<file path="config.mk">
export PLATFORM = sky130hd
export DESIGN_NAME = message_batch_deframer_core_flat
export DESIGN_NICKNAME = d
export VERILOG_FILES = /design/src/rtl/core/mbd_pkg.sv /design/src/rtl/core/mbd_stream_if.sv /design/src/rtl/core/message_batch_deframer_core.sv /design/src/flat_wrapper.sv
export SDC_FILE = /design/constraint.sdc
export NUM_CORES = 1
export LEC_CHECK = 0
export BUFFER_PORTS_ARGS = -buffer_cell sky130_fd_sc_hd__buf_4
export CAP_MARGIN = 20
export CORE_MARGIN = 3
export CORE_UTILIZATION = 45
export DETAILED_ROUTE_END_ITERATION = 16
export GPL_TIMING_DRIVEN = 0
export PLACE_DENSITY = 0.61
export REMOVE_ABC_BUFFERS = 1
export SETUP_SLACK_MARGIN = 0.3
export SYNTH_ARGS = -nofsm -noshare
export SYNTH_HDL_FRONTEND = slang
export SYNTH_SLANG_ARGS = --single-unit
</file>
<file path="constraint.sdc">
create_clock -name clk_i -period 5.25 [get_ports clk_i]
set_clock_uncertainty 0.05 [all_clocks]
set_input_delay 1.575 -clock clk_i [delete_from_list [all_inputs] [get_ports clk_i]]
set_output_delay 1.575 -clock clk_i [all_outputs]
set_load 0.02 [all_outputs]
</file>
<file path="src/rtl/core/mbd_pkg.sv">
// Shared types and constants of the message batch deframer.
// Item structs for both channels, result kind codes and parameter defaults.
// No dependencies.
package mbd_pkg;

  localparam int unsigned HeaderBytesDef = 8;
  localparam int unsigned IdBytesDef     = 2;

  localparam logic [1:0] KIND_HEADER  = 2'd0;
  localparam logic [1:0] KIND_DESC    = 2'd1;
  localparam logic [1:0] KIND_PAYLOAD = 2'd2;
  localparam logic [1:0] KIND_END     = 2'd3;

  localparam logic STATUS_OK        = 1'b0;
  localparam logic STATUS_TRUNCATED = 1'b1;

  typedef struct packed {
    logic [7:0] data_byte;
    logic       packet_last;
  } in_item_t;

  typedef struct packed {
    logic [1:0]  kind;
    logic [7:0]  byte_value;
    logic [5:0]  header_position;
    logic [7:0]  channel_code;
    logic [15:0] message_id;
    logic [15:0] payload_length;
    logic [15:0] message_number;
    logic        status;
    logic        run_last;
  } out_item_t;

endpackage

</file>
<file path="src/rtl/core/mbd_stream_if.sv">
// Valid/ready stream channel carrying one item per transfer.
// Payload type is a parameter; the deframer uses the structs in mbd_pkg.
interface mbd_stream_if #(
  parameter type T = logic
);
  logic valid;
  logic ready;
  T     payload;

  modport source (output valid, output payload, input ready);
  modport sink   (input valid, input payload, output ready);
endinterface

</file>
<file path="src/rtl/core/message_batch_deframer_core.sv">
// Deframer for length-prefixed message batches: header, count, messages.
// Depends on mbd_pkg (item types, kind codes) and mbd_stream_if.
//
// Channel  Dir  Payload     Transfer
// in_i     in   in_item_t   one packet byte, packet_last on the final byte
// out_o    out  out_item_t  header byte, descriptor, payload byte or packet end
//
// One input byte is taken per cycle while in_i.ready is high; its results land
// in a three-entry result queue in the same clock edge and leave one per cycle
// while out_o.ready is high. A packet's final byte that also yields a header,
// descriptor or payload result yields two results, which the queue absorbs.
// in_i.ready drops only while fewer than two queue entries would be free.
// Reset returns the parser to the header phase and empties the queue.
module message_batch_deframer_core
  import mbd_pkg::*;
#(
  parameter int unsigned HEADER_BYTES = HeaderBytesDef,
  parameter int unsigned ID_BYTES     = IdBytesDef
) (
  input  logic         clk_i,
  input  logic         rst_ni,
  mbd_stream_if.sink   in_i,
  mbd_stream_if.source out_o
);

  typedef enum logic [2:0] {
    PH_HEADER  = 3'd0,
    PH_COUNT   = 3'd1,
    PH_CHANNEL = 3'd2,
    PH_ID      = 3'd3,
    PH_LEN     = 3'd4,
    PH_PAYLOAD = 3'd5,
    PH_DONE    = 3'd6
  } phase_e;

  localparam logic [5:0] HdrLastIdx = 6'(HEADER_BYTES - 1);
  localparam logic [5:0] IdLastIdx  = 6'(ID_BYTES - 1);
  localparam int unsigned QDepth    = 3;

  phase_e      phase_q, phase_d;
  logic [5:0]  fc_q, fc_d;
  logic [15:0] msgs_left_q, msgs_left_d;
  logic [15:0] ordinal_q, ordinal_d;
  logic [15:0] pay_left_q, pay_left_d;
  logic [7:0]  chan_q, chan_d;
  logic [15:0] id_q, id_d;
  logic [7:0]  low_q, low_d;
  logic [15:0] cur_len_q, cur_len_d;

  out_item_t   slot_q [QDepth];
  out_item_t   slot_d [QDepth];
  logic [1:0]  count_q, count_d;

  logic        pop, accept;
  logic [1:0]  count_after_pop;
  logic [1:0]  nres;
  out_item_t   pri, fin, res0, res1;
  logic        pri_v;
  logic [7:0]  b;
  logic [15:0] word;

  assign pop             = (count_q != 2'd0) && out_o.ready;
  assign count_after_pop = count_q - {1'b0, pop};
  assign in_i.ready      = !count_after_pop[1];
  assign accept          = in_i.valid && in_i.ready;
  assign out_o.valid     = (count_q != 2'd0);
  assign out_o.payload   = slot_q[0];

  assign b    = in_i.payload.data_byte;
  assign word = {b, low_q};

  // Parse one byte.
  always_comb begin
    phase_d     = phase_q;
    fc_d        = fc_q;
    msgs_left_d = msgs_left_q;
    ordinal_d   = ordinal_q;
    pay_left_d  = pay_left_q;
    chan_d      = chan_q;
    id_d        = id_q;
    low_d       = low_q;
    cur_len_d   = cur_len_q;
    pri         = '0;
    pri_v       = 1'b0;
    fin         = '0;

    case (phase_q)
      PH_HEADER: begin
        pri.kind            = KIND_HEADER;
        pri.byte_value      = b;
        pri.header_position = fc_q;
        pri_v               = 1'b1;
        if (fc_q >= HdrLastIdx) begin
          phase_d = PH_COUNT;
          fc_d    = '0;
        end else begin
          fc_d = fc_q + 6'd1;
        end
      end
      PH_COUNT: begin
        if (fc_q == 6'd0) begin
          low_d = b;
          fc_d  = 6'd1;
        end else begin
          msgs_left_d = word;
          ordinal_d   = '0;
          fc_d        = '0;
          phase_d     = (word == 16'd0) ? PH_DONE : PH_CHANNEL;
        end
      end
      PH_CHANNEL: begin
        chan_d  = b;
        id_d    = '0;
        fc_d    = '0;
        phase_d = PH_ID;
      end
      PH_ID: begin
        if (fc_q[0]) begin
          id_d = id_q | {b, 8'h00};
        end else begin
          id_d = id_q | {8'h00, b};
        end
        if (fc_q >= IdLastIdx) begin
          fc_d    = '0;
          phase_d = PH_LEN;
        end else begin
          fc_d = fc_q + 6'd1;
        end
      end
      PH_LEN: begin
        if (fc_q == 6'd0) begin
          low_d = b;
          fc_d  = 6'd1;
        end else begin
          cur_len_d          = word;
          pay_left_d         = word;
          fc_d               = '0;
          pri.kind           = KIND_DESC;
          pri.channel_code   = chan_q;
          pri.message_id     = id_q;
          pri.payload_length = word;
          pri.message_number = ordinal_q;
          pri_v              = 1'b1;
          if (word == 16'd0) begin
            ordinal_d   = ordinal_q + 16'd1;
            msgs_left_d = msgs_left_q - 16'd1;
            phase_d     = (msgs_left_q == 16'd1) ? PH_DONE : PH_CHANNEL;
          end else begin
            phase_d = PH_PAYLOAD;
          end
        end
      end
      PH_PAYLOAD: begin
        pri.kind           = KIND_PAYLOAD;
        pri.byte_value     = b;
        pri.channel_code   = chan_q;
        pri.message_id     = id_q;
        pri.payload_length = cur_len_q;
        pri.message_number = ordinal_q;
        pri_v              = 1'b1;
        pay_left_d         = pay_left_q - 16'd1;
        if (pay_left_q == 16'd1) begin
          ordinal_d   = ordinal_q + 16'd1;
          msgs_left_d = msgs_left_q - 16'd1;
          phase_d     = (msgs_left_q == 16'd1) ? PH_DONE : PH_CHANNEL;
          fc_d        = '0;
        end
      end
      default: begin
        // trailing bytes: drop
      end
    endcase

    fin.kind     = KIND_END;
    fin.status   = (phase_d == PH_DONE) ? STATUS_OK : STATUS_TRUNCATED;
    fin.run_last = 1'b1;

    if (in_i.payload.packet_last) begin
      phase_d     = PH_HEADER;
      fc_d        = '0;
      msgs_left_d = '0;
      ordinal_d   = '0;
      pay_left_d  = '0;
      chan_d      = '0;
      id_d        = '0;
      low_d       = '0;
      cur_len_d   = '0;
    end
  end

  // Order the results of this byte.
  always_comb begin
    res0 = pri;
    res1 = fin;
    nres = 2'd0;
    if (pri_v && in_i.payload.packet_last) begin
      nres = 2'd2;
    end else if (pri_v) begin
      res0.run_last = 1'b1;
      nres          = 2'd1;
    end else if (in_i.payload.packet_last) begin
      res0 = fin;
      nres = 2'd1;
    end
  end

  // Result queue: shift on pop, append after the surviving entries.
  always_comb begin
    for (int i = 0; i < QDepth; i++) begin
      if (pop && (i < QDepth - 1)) begin
        slot_d[i] = slot_q[(i + 1) % QDepth];
      end else begin
        slot_d[i] = slot_q[i];
      end
      if (accept && (nres != 2'd0) && (2'(i) == count_after_pop)) begin
        slot_d[i] = res0;
      end else if (accept && (nres == 2'd2) && (2'(i) == count_after_pop + 2'd1)) begin
        slot_d[i] = res1;
      end
    end
    count_d = accept ? count_after_pop + nres : count_after_pop;
  end

  always_ff @(posedge clk_i) begin
    slot_q <= slot_d;
  end

  always_ff @(posedge clk_i or negedge rst_ni) begin
    if (!rst_ni) begin
      count_q     <= '0;
      phase_q     <= PH_HEADER;
      fc_q        <= '0;
      msgs_left_q <= '0;
      ordinal_q   <= '0;
      pay_left_q  <= '0;
      chan_q      <= '0;
      id_q        <= '0;
      low_q       <= '0;
      cur_len_q   <= '0;
    end else begin
      count_q <= count_d;
      if (accept) begin
        phase_q     <= phase_d;
        fc_q        <= fc_d;
        msgs_left_q <= msgs_left_d;
        ordinal_q   <= ordinal_d;
        pay_left_q  <= pay_left_d;
        chan_q      <= chan_d;
        id_q        <= id_d;
        low_q       <= low_d;
        cur_len_q   <= cur_len_d;
      end
    end
  end

  a_last_restarts: assert property (@(posedge clk_i) disable iff (!rst_ni)
    accept && in_i.payload.packet_last |=> phase_q == PH_HEADER && fc_q == 6'd0)
    else $error("packet end did not return parser to header phase");

  a_header_index: assert property (@(posedge clk_i) disable iff (!rst_ni)
    phase_q == PH_HEADER |-> fc_q <= HdrLastIdx)
    else $error("header index past header size");

  a_payload_left: assert property (@(posedge clk_i) disable iff (!rst_ni)
    phase_q == PH_PAYLOAD |-> pay_left_q != 16'd0)
    else $error("payload phase with nothing left");

  a_messages_left: assert property (@(posedge clk_i) disable iff (!rst_ni)
    (phase_q == PH_CHANNEL || phase_q == PH_ID || phase_q == PH_LEN) |->
      msgs_left_q != 16'd0)
    else $error("message phase with no messages left");

  a_queue_room: assert property (@(posedge clk_i) disable iff (!rst_ni)
    count_q != 2'd0 || !out_o.valid)
    else $error("result queue shows valid while empty");

endmodule

</file>
<file path="src/flat_wrapper.sv">
// flat-port wrapper written by rule: the top's interface ports become plain ports
module message_batch_deframer_core_flat import mbd_pkg::*;
#(
  parameter int unsigned HEADER_BYTES = HeaderBytesDef,
  parameter int unsigned ID_BYTES     = IdBytesDef
)
  (clk_i, rst_ni, in_i_valid, in_i_payload, in_i_ready, out_o_valid, out_o_payload, out_o_ready);
  mbd_stream_if #(.T(in_item_t)) in_i_i ();
  mbd_stream_if #(.T(out_item_t)) out_o_i ();
  input  logic clk_i;
  input  logic rst_ni;
  input wire logic [$bits(in_i_i.valid)-1:0] in_i_valid;
  input wire logic [$bits(in_i_i.payload)-1:0] in_i_payload;
  output wire logic [$bits(in_i_i.ready)-1:0] in_i_ready;
  output wire logic [$bits(out_o_i.valid)-1:0] out_o_valid;
  output wire logic [$bits(out_o_i.payload)-1:0] out_o_payload;
  input wire logic [$bits(out_o_i.ready)-1:0] out_o_ready;
  assign in_i_i.valid = in_i_valid;
  assign in_i_i.payload = in_i_payload;
  assign in_i_ready = in_i_i.ready;
  assign out_o_valid = out_o_i.valid;
  assign out_o_payload = out_o_i.payload;
  assign out_o_i.ready = out_o_ready;
  message_batch_deframer_core #(.HEADER_BYTES(HEADER_BYTES), .ID_BYTES(ID_BYTES)) u_core (.clk_i(clk_i), .rst_ni(rst_ni), .in_i(in_i_i), .out_o(out_o_i));
endmodule
</file>
==> reports/metrics.yaml <==
run_status:
  run_status: "finished clean"
power_and_ir_drop:
  p_per_area_mw_per_mm2: 561
  netSwitchingFraction_pct: 33.2
  clkPwrFrac_pct: 25.0
  comb_power_share_pct: 30.5
  peakVddDrop_uv: 275
  seq_power_share_pct: 44.5
  internal_power_mw: 6.28
  p_switching_mw: 3.12
  power_leakage_nw: 6.67
final_layout:
  diodes: 0
  drive_above_1_share_pct: 16.7
  nets: 1259
  multi_input_area_mm2: 0.00480
  final-seq-area_mm2: 0.00934
  area_growth_pct: 13.9
  fillers: 2761
logic_synthesis:
  synth_most_common_cell: "edfxtp_1"
  yosys_warnings: 0
  synth_top_area_share_pct: 45.3
  netlist_area_mm2: 0.0147
  synth_area_leaders: "edfxtp_1, dfrtp_1, a22o_1"
  yosysUniqueCellTypes: 72
  synth_edf_count: 222
  async_flop_share_pct: 32.5
  synthFlopType: "edfxtp_1"
  synth_seq_area_share_pct: 63.5
  syn_area_per_cell_um2: 12.6
  synth_cells: 1169
  ys_ff_latch: 329
  yosys.area.top_type: "edfxtp_1"
  synth_common_cells: "edfxtp_1, a22o_1, dfrtp_1"
clock_tree:
  post_cts_buffers: 0
  postCtsResizedCells: 0
  path_clk_slew_ns: 0.06
  cts_tree: "built"
  clockBufferDepth: 3
  h-tree-depth: 2
  insertion_delay_ns: 0.52
  ctsHoldBuffers: 0
  cts_sinks: 329
  cts_buffers: 36
  cts-root-buf: "clkbuf_16"
critical_path:
  worst_setup_path_end_kind: "flop"
  start_kind: "input pin"
  crit_arrival_ns: 4.73
  required_ns: 5.41
  cp_cell_sequence: "buf_4 > nand2_1 > inv_1 > ha_1 > xnor2_1 > nand2_1 > nor2_1 > nand2_4 > buf_16 > nand2_4 > buf_12"
  cpPeakStageDelay_ns: 0.46
  crit_type: "input pin to flop"
  cp_slowest_cell: "nand2_1"
  critical_path_peak_fanout: 64
die:
  die-area_mm2: 0.0349
  fp.coreArea_mm2: 0.0319
  ios: 89
  die_h_um: 187
  die_w_um: 187
  rows: 65
  initial_utilization_pct: 46.2
timing:
  grt_setup_unrepaired: "no"
  finalCritPeriodShare_pct: 87.0
  min_period_ns: 4.57
  fmax_mhz: 219
  drv_slew: 0
  fin_setup_tns_ns: 0
  tightest_slew_ns: 1.05
  setup_ws_ns: 0.681
  slew_headroom_pct: 30.0
  finalSetupViolations: 0
  hold_violations: 0
place:
  pre_cts_ws_ns: 0.0784
  place.gp.congestion: 0.842
  port_buffers: 88
  detailed_place_hpwl_um: 19700
flow_run:
  drv_cap: 0
global_routing:
  grt_pass1_vias: 9364
  antenna_found_initial: 0
  grt_pass1_wl_um: 52500
  grt.overflow.total: 0
  grt_max_degree: 68
  grtUsageTotal_pct: 18.6
drt:
  wl_per_cell_um: 19.1
  vias: 9379
  ant_nets: 0
  drcViolationCount: 0
  drt-initial-drc-count: 710
  drt-total-wl_um: 32400
  avgViaCountPerCell: 5.53
  dr.pass1.iters: 5
worst_hold_path:
  hold_class: "flop to flop"
## cell families (layout without fill, tap and decap cells)
family | after synthesis | after routing | share of synthesized area [%]
multiplexers | 34 | 34 | 2.59
XOR/XNOR | 9 | 9 | 0.535
adder cells (fa/ha/maj) | 13 | 13 | 1.10
other | 2 | 73 | 0.0510
AND/OR/NAND/NOR | 274 | 274 | 9.39
AO/OA/AOI/OAI | 345 | 345 | 16.7
buffers and inverters | 163 | 183 | 6.20
flip-flops | 329 | 329 | 63.5
## final timing paths
check / slack (ns) / end / from / depth (start not counted)
min: 0.45 / u_core.out_o.payload[58] / u_core.slot_q[132] / 2
max in group asynchronous: 3.53 / u_core.id_q[5] / rst_ni / 2
max reg2reg: 1.05 / u_core.slot_q[127] / u_core.fc_q[0] / 12
min in group asynchronous: 0.93 / u_core.count_q[0] / rst_ni / 1
min reg2reg: 0.45 / u_core.out_o.payload[58] / u_core.slot_q[132] / 2
max: 0.68 / u_core.out_o.payload[38] / out_o_ready / 11
## metal layers
layer | wire, um | share of wire [%] | track usage, % | up-vias
met2 | 14900 | 46 | 29.9 | 271
met1 | 15000 | 46 | 26.4 | 4629
met4 | 840 | 2.6 | 5.41 | 0
met5 | 0 | 0 | 0 | -
li1 | - | - | - | 4411
met3 | 1640 | 5.1 | 3.07 | 68
## worst max-delay path: cells and delay by family
kind,cells,cell delay (ns)
xor+xnor,1,0.32
buf+inv,4,0.79
simple gates,5,1.79
fa+ha+maj,1,0.19
## state kept, by name, summed over array words and instances (netlist names)
register,count
u_core.slot_q,148
u_core.out_o.payload,74
u_core.cur_len_q,16
u_core.id_q,16
u_core.msgs_left_q,16
u_core.ordinal_q,16
u_core.pay_left_q,16
u_core.chan_q,8
u_core.low_q,8
u_core.fc_q,6
u_core.phase_q,3
u_core.count_q,2
## layout by cell type, fill, tap and decap left out, types with 13 or more instances in the layout
cell and count:
a21oi_1 56, o21ai_1 29, nor3_1 17, edfxtp_1 222
clkbuf_16 36, nor2b_1 15, mux2_2 33, nor4_1 14
nor2_1 83, dfrtp_1 107, ha_1 13, buf_4 88
inv_1 14, clkbuf_1 16, conb_1 73, a22o_1 147
nand2_1 60, o21ai_0 60
## layout make-up
type / instances / area share [%]
Clock buffer: 55 / 5.98
Clock inverter: 10 / 0.515
Inverter: 16 / 0.358
Multi-Input combinational cell: 748 / 28.6
Sequential cell: 329 / 55.7
Tap cell: 435 / 3.25
Timing Repair Buffer: 102 / 5.55
## power groups by stage
| stage | clock [mW] | combinational (mW) | sequential (mW) |
|---|---|---|---|
| after global placement | 0 | 2.78 | 4.26 |
| after floorplan | 0 | 1.47 | 4.51 |
| final | 2.35 | 2.87 | 4.18 |
| after CTS | 2.42 | 2.90 | 4.19 |
| after global routing | 2.52 | 3.15 | 4.28 |
| after detailed placement | 0 | 2.88 | 4.23 |
## per-stage QoR
stage / power, mW / std cells / util [%] / area, um2 / hold slack [ns]
6_report: 9.41 / 1695 / 52.6 / 16800 / 0.454
5_1_grt: 9.96 / 1695 / 52.6 / 16800 / 0.471
4_1_cts: 9.51 / 1693 / 52.5 / 16700 / 0.458
3_5_place_dp: 7.11 / 1628 / 49.1 / 15700 / 0.441
3_3_place_gp: 7.04 / 1616 / 48.1 / 15300 / 0.438
2_1_floorplan: 5.98 / 1093 / - / 14100 / 0.424
Note: power is estimated with default switching activity, not from simulation.
